<file path="src/design/a85_pkg.sv">
// Shared types and constants for the ASCII85 stream encoder.
package a85_pkg;

    localparam int unsigned DIGITS      = 5;
    localparam logic [6:0]  CHAR_OFFSET = 7'd33;
    localparam logic [6:0]  CHAR_MAX    = 7'd117;
    localparam logic [6:0]  NEWLINE     = 7'd10;
    localparam logic [6:0]  RADIX       = 7'd85;

    // floor(v / 85) == (v * DIV85_MAGIC) >> DIV85_SHIFT for every 32-bit v
    localparam logic [31:0] DIV85_MAGIC = 32'hC0C0C0C1;
    localparam int unsigned DIV85_SHIFT = 38;

    localparam logic OP_DATA  = 1'b0;
    localparam logic OP_FLUSH = 1'b1;

    localparam int unsigned QUEUE_DEPTH = 2;
    localparam int unsigned QPTR_W      = (QUEUE_DEPTH > 1) ? $clog2(QUEUE_DEPTH) : 1;
    localparam int unsigned QCNT_W      = $clog2(QUEUE_DEPTH + 1);

    typedef logic [6:0] digit_t;

    typedef struct packed {
        logic       operation;
        logic [7:0] data_byte;
    } in_item_t;

    typedef struct packed {
        logic [6:0] out_char;
        logic       last;
    } out_item_t;

    // One unit of work for the back end: an optional group, an optional newline.
    typedef struct packed {
        logic [31:0] value;
        logic        has_group;
        logic        has_nl;
    } job_t;

    // Converted group, digit[0] is the most significant digit.
    typedef struct packed {
        digit_t [DIGITS-1:0] digit;
        logic                has_group;
        logic                has_nl;
    } group_t;

endpackage

</file>
<file path="src/design/a85_front.sv">
// Front end: gathers bytes into 32-bit groups and issues jobs on group end or flush.
module a85_front (
    input  logic              clk,
    input  logic              rst_n,
    input  logic              byte_valid,
    input  a85_pkg::in_item_t byte_item,
    output logic              byte_stall,
    output logic              job_push,
    output a85_pkg::job_t     job,
    input  logic              job_full
);

    logic [23:0] held_reg, held_next;
    logic [1:0]  count_reg, count_next;
    logic [31:0] padded;
    logic        accept;

    assign byte_stall = job_full;
    assign accept     = byte_valid && !job_full;

    always_comb
    begin
        case (count_reg)
            2'd1:    padded = {held_reg[7:0], 24'd0};
            2'd2:    padded = {held_reg[15:0], 16'd0};
            2'd3:    padded = {held_reg, 8'd0};
            default: padded = 32'd0;
        endcase
    end

    always_comb
    begin
        held_next  = held_reg;
        count_next = count_reg;
        job_push   = 1'b0;
        job        = '0;
        if (accept)
        begin
            if (byte_item.operation == a85_pkg::OP_FLUSH)
            begin
                job_push      = 1'b1;
                job.value     = padded;
                job.has_group = (count_reg != 2'd0);
                job.has_nl    = 1'b1;
                held_next     = 24'd0;
                count_next    = 2'd0;
            end
            else if (count_reg == 2'd3)
            begin
                job_push      = 1'b1;
                job.value     = {held_reg, byte_item.data_byte};
                job.has_group = 1'b1;
                job.has_nl    = 1'b0;
                held_next     = 24'd0;
                count_next    = 2'd0;
            end
            else
            begin
                held_next  = {held_reg[15:0], byte_item.data_byte};
                count_next = count_reg + 2'd1;
            end
        end
    end

    always_ff @(posedge clk or negedge rst_n)
    begin
        if (!rst_n)
        begin
            held_reg  <= 24'd0;
            count_reg <= 2'd0;
        end
        else
        begin
            held_reg  <= held_next;
            count_reg <= count_next;
        end
    end

endmodule

</file>
<file path="src/design/a85_fifo.sv">
// Short job queue between the front end and the digit unit.
module a85_fifo (
    input  logic          clk,
    input  logic          rst_n,
    input  logic          push,
    input  a85_pkg::job_t push_job,
    output logic          full,
    input  logic          pop,
    output a85_pkg::job_t pop_job,
    output logic          valid
);

    localparam logic [a85_pkg::QPTR_W-1:0] PTR_LAST = a85_pkg::QPTR_W'(a85_pkg::QUEUE_DEPTH - 1);
    localparam logic [a85_pkg::QCNT_W-1:0] CNT_FULL = a85_pkg::QCNT_W'(a85_pkg::QUEUE_DEPTH);
    localparam logic [a85_pkg::QCNT_W-1:0] CNT_ONE  = a85_pkg::QCNT_W'(1);

    a85_pkg::job_t entry_reg [a85_pkg::QUEUE_DEPTH];
    logic [a85_pkg::QPTR_W-1:0] wr_reg, wr_next, rd_reg, rd_next;
    logic [a85_pkg::QCNT_W-1:0] cnt_reg, cnt_next;
    logic do_push, do_pop;

    assign full    = (cnt_reg == CNT_FULL);
    assign valid   = (cnt_reg != '0);
    assign pop_job = entry_reg[rd_reg];
    assign do_push = push && !full;
    assign do_pop  = pop && valid;

    always_comb
    begin
        wr_next  = wr_reg;
        rd_next  = rd_reg;
        cnt_next = cnt_reg;
        if (do_push)
        begin
            wr_next = (wr_reg == PTR_LAST) ? '0 : wr_reg + 1'b1;
        end
        if (do_pop)
        begin
            rd_next = (rd_reg == PTR_LAST) ? '0 : rd_reg + 1'b1;
        end
        if (do_push && !do_pop)
        begin
            cnt_next = cnt_reg + CNT_ONE;
        end
        else if (do_pop && !do_push)
        begin
            cnt_next = cnt_reg - CNT_ONE;
        end
    end

    always_ff @(posedge clk or negedge rst_n)
    begin
        if (!rst_n)
        begin
            wr_reg  <= '0;
            rd_reg  <= '0;
            cnt_reg <= '0;
        end
        else
        begin
            wr_reg  <= wr_next;
            rd_reg  <= rd_next;
            cnt_reg <= cnt_next;
        end
    end

    always_ff @(posedge clk)
    begin
        if (do_push)
        begin
            entry_reg[wr_reg] <= push_job;
        end
    end

endmodule

</file>
<file path="src/design/a85_conv.sv">
// Digit unit: splits a 32-bit group into five base-85 digits, one division a cycle.
module a85_conv (
    input  logic            clk,
    input  logic            rst_n,
    input  logic            job_valid,
    input  a85_pkg::job_t   job,
    output logic            job_pop,
    output logic            res_valid,
    output a85_pkg::group_t res,
    input  logic            res_pop
);

    localparam logic [2:0] LAST_STEP = 3'(a85_pkg::DIGITS - 1);

    logic            run_reg, run_next;
    logic [2:0]      step_reg, step_next;
    logic [31:0]     cur_reg, cur_next;
    logic [31:0]     prev_reg, prev_next;
    logic            group_reg, group_next;
    logic            nl_reg, nl_next;
    a85_pkg::digit_t [2:0] low_reg, low_next;
    logic            res_valid_reg, res_valid_next;
    a85_pkg::group_t res_reg, res_next;

    logic [63:0]     product;
    logic [13:0]     back_mul;
    a85_pkg::digit_t rem;
    logic            finish;
    logic [1:0]      low_idx;

    assign product  = 64'(cur_reg) * 64'(a85_pkg::DIV85_MAGIC);
    assign back_mul = 14'(cur_reg[6:0]) * 14'(a85_pkg::RADIX);
    // remainder is below 85, so the low seven bits of v - 85q carry it exactly
    assign rem      = prev_reg[6:0] - back_mul[6:0];
    assign low_idx  = step_reg[1:0] - 2'd1;

    assign finish    = run_reg && (step_reg == LAST_STEP) && (!res_valid_reg || res_pop);
    assign job_pop   = job_valid && (!run_reg || finish);
    assign res_valid = res_valid_reg;
    assign res       = res_reg;

    always_comb
    begin
        run_next       = run_reg;
        step_next      = step_reg;
        cur_next       = cur_reg;
        prev_next      = prev_reg;
        group_next     = group_reg;
        nl_next        = nl_reg;
        low_next       = low_reg;
        res_valid_next = res_valid_reg;
        res_next       = res_reg;

        if (run_reg && (step_reg != LAST_STEP))
        begin
            cur_next  = 32'(product >> a85_pkg::DIV85_SHIFT);
            prev_next = cur_reg;
            step_next = step_reg + 3'd1;
        end
        if (run_reg && (step_reg != 3'd0) && (step_reg != LAST_STEP))
        begin
            low_next[low_idx] = rem;
        end

        if (finish)
        begin
            res_valid_next     = 1'b1;
            res_next.digit[0]  = cur_reg[6:0];
            res_next.digit[1]  = rem;
            res_next.digit[2]  = low_reg[2];
            res_next.digit[3]  = low_reg[1];
            res_next.digit[4]  = low_reg[0];
            res_next.has_group = group_reg;
            res_next.has_nl    = nl_reg;
        end
        else if (res_pop)
        begin
            res_valid_next = 1'b0;
        end

        if (job_pop)
        begin
            run_next   = 1'b1;
            cur_next   = job.value;
            group_next = job.has_group;
            nl_next    = job.has_nl;
            // newline-only job skips the divisions
            step_next  = job.has_group ? 3'd0 : LAST_STEP;
        end
        else if (finish)
        begin
            run_next = 1'b0;
        end
    end

    always_ff @(posedge clk or negedge rst_n)
    begin
        if (!rst_n)
        begin
            run_reg       <= 1'b0;
            step_reg      <= 3'd0;
            res_valid_reg <= 1'b0;
        end
        else
        begin
            run_reg       <= run_next;
            step_reg      <= step_next;
            res_valid_reg <= res_valid_next;
        end
    end

    always_ff @(posedge clk)
    begin
        cur_reg   <= cur_next;
        prev_reg  <= prev_next;
        group_reg <= group_next;
        nl_reg    <= nl_next;
        low_reg   <= low_next;
        res_reg   <= res_next;
    end

endmodule

</file>
<file path="src/design/a85_emit.sv">
// Emitter: walks a converted group out one character a cycle, unless the receiver stalls, into the output register.
module a85_emit (
    input  logic               clk,
    input  logic               rst_n,
    input  logic               res_valid,
    input  a85_pkg::group_t    res,
    output logic               res_pop,
    output logic               char_valid,
    output a85_pkg::out_item_t char_item,
    input  logic               char_stall
);

    logic [2:0]         pos_reg, pos_next;
    logic               out_valid_reg, out_valid_next;
    a85_pkg::out_item_t out_reg, out_next;
    logic               adv;
    logic               final_char;
    logic [6:0]         ch;

    assign adv        = res_valid && (!out_valid_reg || !char_stall);
    assign res_pop    = adv && final_char;
    assign char_valid = out_valid_reg;
    assign char_item  = out_reg;

    always_comb
    begin
        if (!res.has_group)
        begin
            final_char = 1'b1;
        end
        else if (res.has_nl)
        begin
            final_char = (pos_reg == 3'd5);
        end
        else
        begin
            final_char = (pos_reg == 3'd4);
        end
    end

    always_comb
    begin
        case (pos_reg)
            3'd0:    ch = res.digit[0] + a85_pkg::CHAR_OFFSET;
            3'd1:    ch = res.digit[1] + a85_pkg::CHAR_OFFSET;
            3'd2:    ch = res.digit[2] + a85_pkg::CHAR_OFFSET;
            3'd3:    ch = res.digit[3] + a85_pkg::CHAR_OFFSET;
            3'd4:    ch = res.digit[4] + a85_pkg::CHAR_OFFSET;
            default: ch = a85_pkg::NEWLINE;
        endcase
        if (!res.has_group)
        begin
            ch = a85_pkg::NEWLINE;
        end
    end

    always_comb
    begin
        pos_next       = pos_reg;
        out_valid_next = out_valid_reg;
        out_next       = out_reg;
        if (adv)
        begin
            out_valid_next    = 1'b1;
            out_next.out_char = ch;
            out_next.last     = final_char;
            pos_next          = final_char ? 3'd0 : pos_reg + 3'd1;
        end
        else if (!char_stall)
        begin
            out_valid_next = 1'b0;
        end
    end

    always_ff @(posedge clk or negedge rst_n)
    begin
        if (!rst_n)
        begin
            pos_reg       <= 3'd0;
            out_valid_reg <= 1'b0;
        end
        else
        begin
            pos_reg       <= pos_next;
            out_valid_reg <= out_valid_next;
        end
    end

    always_ff @(posedge clk)
    begin
        out_reg <= out_next;
    end

endmodule

</file>
<file path="src/design/ascii85_stream_encoder.sv">
// A byte that completes a group goes through the job queue and digit unit to the output.
// Throughput: one character per cycle unless the receiver stalls, set by the
// one-division-per-cycle digit unit and the one-character-per-cycle output register.
// A flush with held bytes emits a padded group and a newline, an empty flush only a newline;
// bytes enter one per cycle while the two-entry job queue has room.
// Reset (rst_n low, asynchronous) clears held bytes, queue, digit unit and output valid.
module ascii85_stream_encoder (
    input  logic               clk,
    input  logic               rst_n,
    input  logic               byte_valid,
    input  a85_pkg::in_item_t  byte_item,
    output logic               byte_stall,
    output logic               char_valid,
    output a85_pkg::out_item_t char_item,
    input  logic               char_stall
);

    // Front end to queue
    logic            job_push;
    a85_pkg::job_t   job_in;
    logic            job_full;

    // Queue to digit unit
    logic            job_valid;
    a85_pkg::job_t   job_out;
    logic            job_pop;

    // Digit unit to emitter
    logic            res_valid;
    a85_pkg::group_t res;
    logic            res_pop;

    // Gather bytes; issue a job on a full group or a flush. Stall only when the queue is full.
    a85_front u_front (
        .clk        (clk),
        .rst_n      (rst_n),
        .byte_valid (byte_valid),
        .byte_item  (byte_item),
        .byte_stall (byte_stall),
        .job_push   (job_push),
        .job        (job_in),
        .job_full   (job_full)
    );

    // Decouple intake from conversion so bytes keep flowing while a group is emitted.
    a85_fifo u_fifo (
        .clk      (clk),
        .rst_n    (rst_n),
        .push     (job_push),
        .push_job (job_in),
        .full     (job_full),
        .pop      (job_pop),
        .pop_job  (job_out),
        .valid    (job_valid)
    );

    // Divide by 85 four times (reciprocal multiply), collect remainders into five digits.
    a85_conv u_conv (
        .clk       (clk),
        .rst_n     (rst_n),
        .job_valid (job_valid),
        .job       (job_out),
        .job_pop   (job_pop),
        .res_valid (res_valid),
        .res       (res),
        .res_pop   (res_pop)
    );

    // Emit digits most significant first, then the newline on flush; mark the last item.
    a85_emit u_emit (
        .clk        (clk),
        .rst_n      (rst_n),
        .res_valid  (res_valid),
        .res        (res),
        .res_pop    (res_pop),
        .char_valid (char_valid),
        .char_item  (char_item),
        .char_stall (char_stall)
    );

`ifndef SYNTH
    // Front end pushes only when it accepted an item, which never happens with the queue full.
    a_no_queue_overflow: assert property (@(posedge clk) disable iff (!rst_n)
        job_push |-> !job_full)
        else $error("job pushed into a full queue");

    // Emitter releases a converted group only while one is present.
    a_pop_has_result: assert property (@(posedge clk) disable iff (!rst_n)
        res_pop |-> res_valid)
        else $error("converted group released while none present");

    // A newline always closes its item.
    a_newline_is_last: assert property (@(posedge clk) disable iff (!rst_n)
        (char_valid && (char_item.out_char == a85_pkg::NEWLINE)) |-> char_item.last)
        else $error("newline without last");

    // Every character is a newline or an offset base-85 digit.
    a_char_range: assert property (@(posedge clk) disable iff (!rst_n)
        char_valid |-> ((char_item.out_char == a85_pkg::NEWLINE) ||
                        ((char_item.out_char >= a85_pkg::CHAR_OFFSET) &&
                         (char_item.out_char <= a85_pkg::CHAR_MAX))))
        else $error("character out of range");
`endif

endmodule

</file>
<file path="config.mk">
export PLATFORM = sky130hd
export DESIGN_NAME = ascii85_stream_encoder
export DESIGN_NICKNAME = d
export VERILOG_FILES = /design/src/design/a85_pkg.sv /design/src/design/a85_front.sv /design/src/design/a85_fifo.sv /design/src/design/a85_conv.sv /design/src/design/a85_emit.sv /design/src/design/ascii85_stream_encoder.sv
export SDC_FILE = /design/constraint.sdc
export NUM_CORES = 1
export LEC_CHECK = 0
export BUFFER_PORTS_ARGS = -buffer_cell sky130_fd_sc_hd__buf_2
export CAP_MARGIN = 20
export CORE_UTILIZATION = 29
export CTS_BUF_LIST = sky130_fd_sc_hd__clkbuf_16
export CTS_CLUSTER_SIZE = 20
export DETAILED_ROUTE_END_ITERATION = 10
export PLACE_DENSITY = 0.43
export SYNTH_ARGS = -nofsm -noshare
export SYNTH_HDL_FRONTEND = slang
export SYNTH_SLANG_ARGS = --single-unit
</file>
<file path="constraint.sdc">
create_clock -name clk -period 14.7 [get_ports clk]
set_input_delay 1.47 -clock clk [delete_from_list [all_inputs] [get_ports clk]]
set_output_delay 1.47 -clock clk [all_outputs]
set_load 0.01 [all_outputs]
</file>
==> results.rst, run 1 <==
.. list-table::
   :header-rows: 1

   * - Metric
     - Value
   * - Kind of launch point of the worst setup path
     - flop
   * - Most used flip-flop cell after synthesis
     - sky130_fd_sc_hd__edfxtp_1
   * - Type of destination of the critical path
     - flop
   * - Post-Syn Nets
     - between 2000 and 2500
   * - Area growth, synth to finish
     - 9.16%
   * - Number of violations of the max-capacitance limit
     - 0
   * - Mean instance size in the synthesized netlist
     - around 11 um2
   * - Total Wirelength
     - approximately 53000 um
   * - Remaining global-route overflow
     - 0
   * - Proportion of layout cells with a drive suffix above 1
     - 0.0525
   * - Maximum achievable frequency
     - 0.133 GHz
   * - Minimum period implied by the final worst setup slack
     - around 7.5 ns
   * - Cell depth of the worst flop-to-flop path
     - 21
   * - GRT Overall Usage
     - 0.156
   * - Die Y
     - ~260 um
   * - CP Class
     - flop to flop
   * - Origin of the critical flop-to-flop path
     - u_conv.cur_reg[6]
   * - End of the worst register-to-register path
     - u_conv.cur_reg[13]
   * - # DRC
     - 0
   * - Share of flip-flops with an asynchronous set or reset
     - 0.182
   * - Number of cells on the worst hold path
     - 0
   * - Via Count
     - 12688
   * - Number of clock buffers inserted by TritonCTS
     - 22
   * - Antenna violations before repair
     - 0
   * - # port buffers
     - 22
   * - Number of buffers inserted to repair setup after CTS
     - 0
   * - Part of the cycle the worst path needs
     - 0.513
   * - Pin slew with the least headroom to its limit
     - 1.05 ns
   * - Library cell occupying the most area in the post-synthesis netlist
     - sky130_fd_sc_hd__edfxtp_1
   * - Sequential cell area fraction in the yosys report
     - 0.317
   * - Average wire per cell in the routed design
     - 19.7 um
   * - Post-detail-place hpwl
     - around 44000 um
   * - Setup repair after global routing missed its margin
     - false
   * - Final Slew Violations
     - 0
   * - Met3 GRT Util
     - 0.0168
   * - Boundary Pins
     - 23
   * - DR iter-0 viols
     - about 650
   * - Worst-case clock skew
     - 0.0115 ns
   * - Number of unique standard cell types used by synthesis
     - 68
   * - Drt via density
     - roughly 4.7
   * - H-tree levels
     - 1
   * - First-pass GRT wire length
     - 81800 um
   * - Number of flip-flops in the largest register
     - 68
   * - Starting utilization of the core area
     - 0.293
   * - Maximum fanout count along the critical path
     - 8
   * - Final #Nets
     - 2343
   * - TritonRoute pass-1 iters
     - 7
   * - Die area
     - 68900 um2
   * - Post-Synthesis Cell Area
     - 19700 um2
   * - Cts hold-fix bufs
     - 0
   * - Clock Tree Buf Depth
     - 3
   * - Clock Sinks
     - ~210
   * - Launch instance of the worst min-delay path
     - u_conv.low_reg[16]
   * - Fraction of met2 tracks used by global routing
     - 0.255
   * - Row count
     - 95
   * - RePlAce Congestion
     - a little over 0.9
   * - Final setup TNS
     - 0 ns
   * - Gate Count Post-Synth
     - 1806
   * - Number of register bits inferred by synthesis
     - 214
   * - Gr busiest metal
     - met2
   * - Status
     - finished, final reports clean
   * - Register-to-register setup slack
     - around 7.2 ns
   * - Ant diodes
     - 0
   * - Worst slew margin relative to its limit
     - 0.302
   * - Final Hold Vio Count
     - 0
   * - Clock Pin Slew Worst Setup and Hold Paths
     - 0.06 ns
   * - Root buffer selected by CTS
     - sky130_fd_sc_hd__clkbuf_16
   * - Final setup violation count
     - 0
   * - Vias in the first global route
     - 13391
   * - Warning count from the yosys run
     - 0
   * - Maximum number of pins on one net before global-route repair
     - 40
   * - Core area
     - 67200 um2
   * - Clock insertion delay at the later pin of the skew report
     - 0.51 ns
   * - CP arrival
     - 7.80 ns
   * - Hold Crit Endpoint
     - u_conv.res[18]
   * - Area share of the leading cell type in the synthesized netlist
     - 0.267
   * - GR Layer Usage met1
     - 0.219
   * - Worst endpoint required time
     - 14.96 ns
   * - Clock tree from TritonCTS
     - built
   * - Die width
     - 262 um
   * - Class of the worst hold path
     - flop to flop
   * - Number of synthesized flops with an enable pin
     - 175
   * - Post-cts resize count
     - 0
   * - Leading cell types by total area after synthesis
     - sky130_fd_sc_hd__edfxtp_1 (27%), sky130_fd_sc_hd__ha_1 (22%), sky130_fd_sc_hd__fa_1 (17%), sky130_fd_sc_hd__inv_1 (6.6%), sky130_fd_sc_hd__dfrtp_1 (5.0%)
   * - Antenna Violating Nets Remaining
     - 0
-- cell usage in the layout, fill, tap and decap left out, types with 8 or more instances in the layout --
cell type and n:
sky130_fd_sc_hd__a21o_1 40, sky130_fd_sc_hd__buf_2 22, sky130_fd_sc_hd__o21ai_0 59, sky130_fd_sc_hd__a222oi_1 8
sky130_fd_sc_hd__nor2_1 71, sky130_fd_sc_hd__nand4_1 21, sky130_fd_sc_hd__and2_1 19, sky130_fd_sc_hd__inv_1 353
sky130_fd_sc_hd__fa_1 170, sky130_fd_sc_hd__a32oi_1 9, sky130_fd_sc_hd__xnor2_1 28, sky130_fd_sc_hd__edfxtp_1 175
sky130_fd_sc_hd__nand2_1 118, sky130_fd_sc_hd__ha_1 346, sky130_fd_sc_hd__a21oi_1 70, sky130_fd_sc_hd__mux2i_1 28
sky130_fd_sc_hd__a22oi_1 15, sky130_fd_sc_hd__a31oi_1 8, sky130_fd_sc_hd__xor2_1 23, sky130_fd_sc_hd__nor3_1 13
sky130_fd_sc_hd__mux2_2 13, sky130_fd_sc_hd__a211oi_1 8, sky130_fd_sc_hd__nand3_1 37, sky130_fd_sc_hd__and3_1 16
sky130_fd_sc_hd__clkbuf_16 23, sky130_fd_sc_hd__dfrtp_1 38
-- critical path: stages (launching register included) --
cell	delay, ns
sky130_fd_sc_hd__edfxtp_1	0.57
sky130_fd_sc_hd__ha_1	0.40
sky130_fd_sc_hd__ha_1	0.36
sky130_fd_sc_hd__inv_1	0.07
sky130_fd_sc_hd__fa_1	0.51
sky130_fd_sc_hd__inv_1	0.05
sky130_fd_sc_hd__fa_1	0.58
sky130_fd_sc_hd__inv_1	0.11
sky130_fd_sc_hd__fa_1	0.51
sky130_fd_sc_hd__fa_1	0.51
sky130_fd_sc_hd__fa_1	0.54
sky130_fd_sc_hd__inv_1	0.04
sky130_fd_sc_hd__ha_1	0.30
sky130_fd_sc_hd__ha_1	0.46
sky130_fd_sc_hd__inv_1	0.13
sky130_fd_sc_hd__nor3_2	0.48
sky130_fd_sc_hd__and3_1	0.26
sky130_fd_sc_hd__a41oi_2	0.25
sky130_fd_sc_hd__o31ai_4	0.47
sky130_fd_sc_hd__a21oi_1	0.14
sky130_fd_sc_hd__xnor2_1	0.17
sky130_fd_sc_hd__o21ai_0	0.38
-- routing by layer --
| metal | vias to the layer above | share of wire |
|---|---|---|
| li1 | 6153 | - |
| met1 | 6292 | 0.47 |
| met2 | 190 | 0.47 |
| met3 | 53 | 0.032 |
| met4 | 0 | 0.028 |
| met5 | - | 0 |
-- cell families (layout without fill, tap and decap cells) --
family	Yosys count	in the layout	share of synthesized area
buffers and inverters	395	419	0.0769
and+or+nand+nor	323	323	0.0760
muxes	41	41	0.0217
xor gates and xnor gates	51	51	0.0227
adders and majority gates	516	516	0.393
DFF	214	214	0.317
AOI/OAI and AO/OA	266	266	0.0929
-- through the flow --
stage               area, um2  hold WS [ns]  std cells  utilization  setup slack [ns]
CTS                     21400         0.421       2701        0.319              7.05
finish                  21500         0.418       2703        0.320              7.16
detailed placement      20700         0.405       2661        0.309              7.12
global route            21500         0.423       2703        0.320              6.82
global placement        20700         0.401       2661        0.309              7.14
floorplan               19700         0.400       1806            -              8.56
-- Yosys cell counts (16+ instances only) --
master,n
sky130_fd_sc_hd__a21o_1,40
sky130_fd_sc_hd__a21oi_1,70
sky130_fd_sc_hd__and2_1,19
sky130_fd_sc_hd__and3_1,16
sky130_fd_sc_hd__clkbuf_1,34
sky130_fd_sc_hd__dfrtp_1,39
sky130_fd_sc_hd__edfxtp_1,175
sky130_fd_sc_hd__fa_1,170
sky130_fd_sc_hd__ha_1,346
sky130_fd_sc_hd__inv_1,347
sky130_fd_sc_hd__mux2i_1,28
sky130_fd_sc_hd__nand2_1,118
sky130_fd_sc_hd__nand3_1,37
sky130_fd_sc_hd__nand4_1,21
sky130_fd_sc_hd__nor2_1,73
sky130_fd_sc_hd__o21ai_0,59
sky130_fd_sc_hd__xnor2_1,28
sky130_fd_sc_hd__xor2_1,23
-- layout make-up --
cell class                      count  area [um2]
Fill cell                        6806       45700
Tap cell                          873        1090
Multi-Input combinational cell   1197       11900
Inverter                          348        1310
Clock buffer                       23         576
Clock inverter                     17         119
Timing Repair Buffer               31         203
Sequential cell                   214        6230
-- worst max-delay path by stage --
stage / start / endpoint / slack (ns) / depth (start not counted)
floorplan: u_conv.cur_reg[8] / u_conv.cur_reg[23] / 8.56 / 23
global placement: u_conv.cur_reg[6] / u_conv.cur_reg[13] / 7.14 / 21
detailed placement: u_conv.cur_reg[6] / u_conv.cur_reg[13] / 7.12 / 21
CTS: u_conv.cur_reg[6] / u_conv.cur_reg[13] / 7.05 / 21
global route: u_conv.cur_reg[6] / u_conv.cur_reg[13] / 6.82 / 21
finish: u_conv.cur_reg[6] / u_conv.cur_reg[13] / 7.16 / 21
Power of run 1 is not shown: default switching activity piles up to over one toggle a cycle in this logic, so the estimate is an artifact.
==> run 2: changes to the inputs <==
--- a/config.mk
+++ b/config.mk
@@ -11,7 +11,7 @@
 export CTS_BUF_LIST = sky130_fd_sc_hd__clkbuf_16
 export CTS_CLUSTER_SIZE = 20
 export DETAILED_ROUTE_END_ITERATION = 10
-export PLACE_DENSITY = 0.43
+export PLACE_DENSITY = 0.44
 export SYNTH_ARGS = -nofsm -noshare
 export SYNTH_HDL_FRONTEND = slang
 export SYNTH_SLANG_ARGS = --single-unit
==> constraint.sdc (replaced) <==
create_clock -name clk -period 6.6 [get_ports clk]
set_input_delay 0.66 -clock clk [delete_from_list [all_inputs] [get_ports clk]]
set_output_delay 0.66 -clock clk [all_outputs]
set_load 0.01 [all_outputs]
==> run 2 against run 1 <==
  * Sequential share of layout area fell by 2.5 points
  * Global-route usage increased by 0.12 points
  * Non-clock buffer count rose by 167
  * Worst setup slack lost 7.0 ns
  * Register-to-register slack got worse by 7.0 ns
  * Design area rose by 9.6%
  * Via count rose by 6.1%
  * Critical path depth increased by 1
  * Worst hold slack lost 0.10 ns
  * Flip-flop and latch count did not move
  * Critical endpoint is now u_conv.cur_reg[21]
==> results.rst, run 2 (synthesis gave the netlist of run 1 again) <==
.. list-table::
   :header-rows: 1

   * - Metric
     - Value
   * - DR iter-0 viols
     - 628 (-3.8%)
   * - Final Slew Violations
     - 0 (unchanged)
   * - # DRC
     - 0 (unchanged)
   * - Area growth, synth to finish
     - 19.6%
   * - Cts hold-fix bufs
     - 0 (unchanged)
   * - Ant diodes
     - 0 (unchanged)
   * - Root buffer selected by CTS
     - sky130_fd_sc_hd__clkbuf_16
   * - Die area
     - 68900 um2 (unchanged)
   * - Post-detail-place hpwl
     - 45000 um (+1.4%)
   * - Core area
     - 67200 um2 (unchanged)
   * - RePlAce Congestion
     - 0.931 (+2.5%)
   * - Worst-case clock skew
     - 0.0141 ns (+0.00257 ns)
   * - Maximum number of pins on one net before global-route repair
     - 40 (unchanged)
   * - Final setup violation count
     - 0 (unchanged)
   * - Minimum period implied by the final worst setup slack
     - 6.46 ns (-1.07 ns)
   * - Type of destination of the critical path
     - flop
   * - Clock Sinks
     - 214 (unchanged)
   * - Die width
     - 262 um (unchanged)
   * - CP Class
     - flop to flop
   * - H-tree levels
     - 1 (unchanged)
   * - Kind of launch point of the worst setup path
     - flop
   * - Average wire per cell in the routed design
     - 19.0 um (-3.7%)
   * - TritonRoute pass-1 iters
     - 6 (-1)
   * - Class of the worst hold path
     - primary input to asynchronous set/reset pin
   * - Antenna violations before repair
     - 0 (unchanged)
   * - Final #Nets
     - 2511 (+7.2%)
   * - Commonest cells after routing, fill and taps aside
     - sky130_fd_sc_hd__inv_1 (352), sky130_fd_sc_hd__ha_1 (309), sky130_fd_sc_hd__edfxtp_1 (175), sky130_fd_sc_hd__buf_4 (169), sky130_fd_sc_hd__fa_1 (160)
   * - First-pass GRT wire length
     - 83400 um (+1.9%)
   * - Starting utilization of the core area
     - 0.293 (unchanged)
   * - Via Count
     - 13460 (+6.1%)
   * - GRT Overall Usage
     - 0.157 (+0.00116)
   * - Total Wirelength
     - 54500 um (+2.3%)
   * - Remaining global-route overflow
     - 0 (unchanged)
   * - Clock Tree Buf Depth
     - 3 (unchanged)
   * - Maximum fanout count along the critical path
     - 4 (-4)
   * - Status
     - finished, final reports clean
   * - CP arrival
     - 6.72 ns (-1.08 ns)
   * - Area used by multi-input combinational logic
     - 12700 um2 (+6.2%)
   * - Worst endpoint required time
     - 6.85 ns (-8.11 ns)
   * - Clock tree from TritonCTS
     - built
   * - # port buffers
     - 22 (unchanged)
   * - Antenna Violating Nets Remaining
     - 0 (unchanged)
   * - Part of the cycle the worst path needs
     - 0.980 (+0.467)
   * - Most common cell after layout, fill and taps aside
     - sky130_fd_sc_hd__inv_1
   * - Final-layout fill cell count
     - 6700 (-1.6%)
   * - Proportion of layout cells with a drive suffix above 1
     - 0.178 (+0.126)
   * - Clock insertion delay at the later pin of the skew report
     - 0.51 ns (about the same)
   * - Final Hold Vio Count
     - 0 (unchanged)
   * - Area taken by flip-flops and latches
     - 6230 um2 (unchanged)
   * - Row count
     - 95 (unchanged)
   * - Clock Pin Slew Worst Setup and Hold Paths
     - 0.06 ns (about the same)
   * - Number of clock buffers inserted by TritonCTS
     - 23 (+4.5%)
   * - Number of violations of the max-capacitance limit
     - 0 (unchanged)
   * - Maximum achievable frequency
     - 0.155 GHz (+17%)
   * - Vias in the first global route
     - 14135 (+5.6%)
   * - Drt via density
     - 4.69 (-0.12%)
   * - Pin slew with the least headroom to its limit
     - 1.07 ns (+0.0258 ns)
   * - Boundary Pins
     - 23 (unchanged)
   * - Die Y
     - 262 um (unchanged)
   * - Number of flip-flops in the largest register
     - 68 (unchanged)
   * - Worst slew margin relative to its limit
     - 0.284 (-0.0189)
   * - Post-layout util
     - 0.350 (+0.0306)
[run 2: changes by cell type in the layout (fill, tap and decap cells not counted), sizes merged]
cell	before	now
clkinv	9	8
buf	31	198
bufinv	2	4
[run 2: layer usage]
| metal | vias to the layer above | wire, um | GRT usage |
|---|---|---|---|
| met5 | - | 0 | 0 |
| met4 | 0 | 1230 | 0.0300 |
| met3 | 57 | 1710 | 0.0170 |
| met2 | 232 | 25300 | 0.255 |
| met1 | 6677 | 26200 | 0.226 |
| li1 | 6494 | - | - |
[run 2: repair_timing]
item                       in CTS  in global routing
resized for setup              23                 98
buffers inserted                0                 27
pin swaps                      10                 53
setup endpoints to repair      21                 23
[run 2: path summary, 6_finish.rpt]
kind | end | cells after the start | slack, ns | startpoint
max | u_conv.cur_reg[21] | 22 | 0.14 | u_conv.cur_reg[14]
min | u_front.held_reg[22] | 1 | 0.32 | rst_n
max reg2reg | u_conv.cur_reg[21] | 22 | 0.14 | u_conv.cur_reg[14]
min reg2reg | u_conv.res[27] | 0 | 0.42 | u_conv.low_reg[11]
max in group asynchronous | u_fifo.rd_reg | 1 | 5.59 | rst_n
min in group clk | u_conv.res[27] | 0 | 0.42 | u_conv.low_reg[11]
[run 2: per-stage QoR]
stage	TNS (ns)	instances	area [um2]	setup WS [ns]	hold WS (ns)
after floorplan	0	1806	19700	0.455	0.364
after global placement	-1.41	2805	21800	-0.260	0.401
after detailed placement	-2.10	2805	21800	-0.231	0.405
after CTS	0	2846	22700	0.00535	0.334
after global routing	-0.127	2871	23500	-0.0344	0.359
final	0	2871	23500	0.135	0.316
[run 2: critical path, stage by stage, from the launching register on]
cell                        delay (ns)
sky130_fd_sc_hd__edfxtp_1         0.46
sky130_fd_sc_hd__ha_1             0.34
sky130_fd_sc_hd__ha_1             0.34
sky130_fd_sc_hd__buf_4            0.16
sky130_fd_sc_hd__fa_1             0.47
sky130_fd_sc_hd__fa_1             0.58
sky130_fd_sc_hd__inv_1            0.08
sky130_fd_sc_hd__fa_1             0.50
sky130_fd_sc_hd__fa_1             0.51
sky130_fd_sc_hd__inv_1            0.05
sky130_fd_sc_hd__ha_1             0.29
sky130_fd_sc_hd__ha_1             0.30
sky130_fd_sc_hd__ha_1             0.35
sky130_fd_sc_hd__nand4_1          0.25
sky130_fd_sc_hd__nor2_4           0.23
sky130_fd_sc_hd__o2111ai_2        0.17
sky130_fd_sc_hd__a31oi_4          0.23
sky130_fd_sc_hd__a211oi_4         0.07
sky130_fd_sc_hd__buf_12           0.15
sky130_fd_sc_hd__a41oi_4          0.27
sky130_fd_sc_hd__a31oi_4          0.13
sky130_fd_sc_hd__xor2_1           0.19
sky130_fd_sc_hd__a21oi_1          0.08
[run 2: layout make-up]
type / count / share of cell area
well taps: 873 / 0.0464
clock buffers: 23 / 0.0245
clock inverters: 18 / 0.00739
multi-input cells: 1197 / 0.539
inverters: 348 / 0.0555
repair buffers: 198 / 0.0623
flip-flops and latches: 214 / 0.265
Power of run 2 is left out for the same reason.
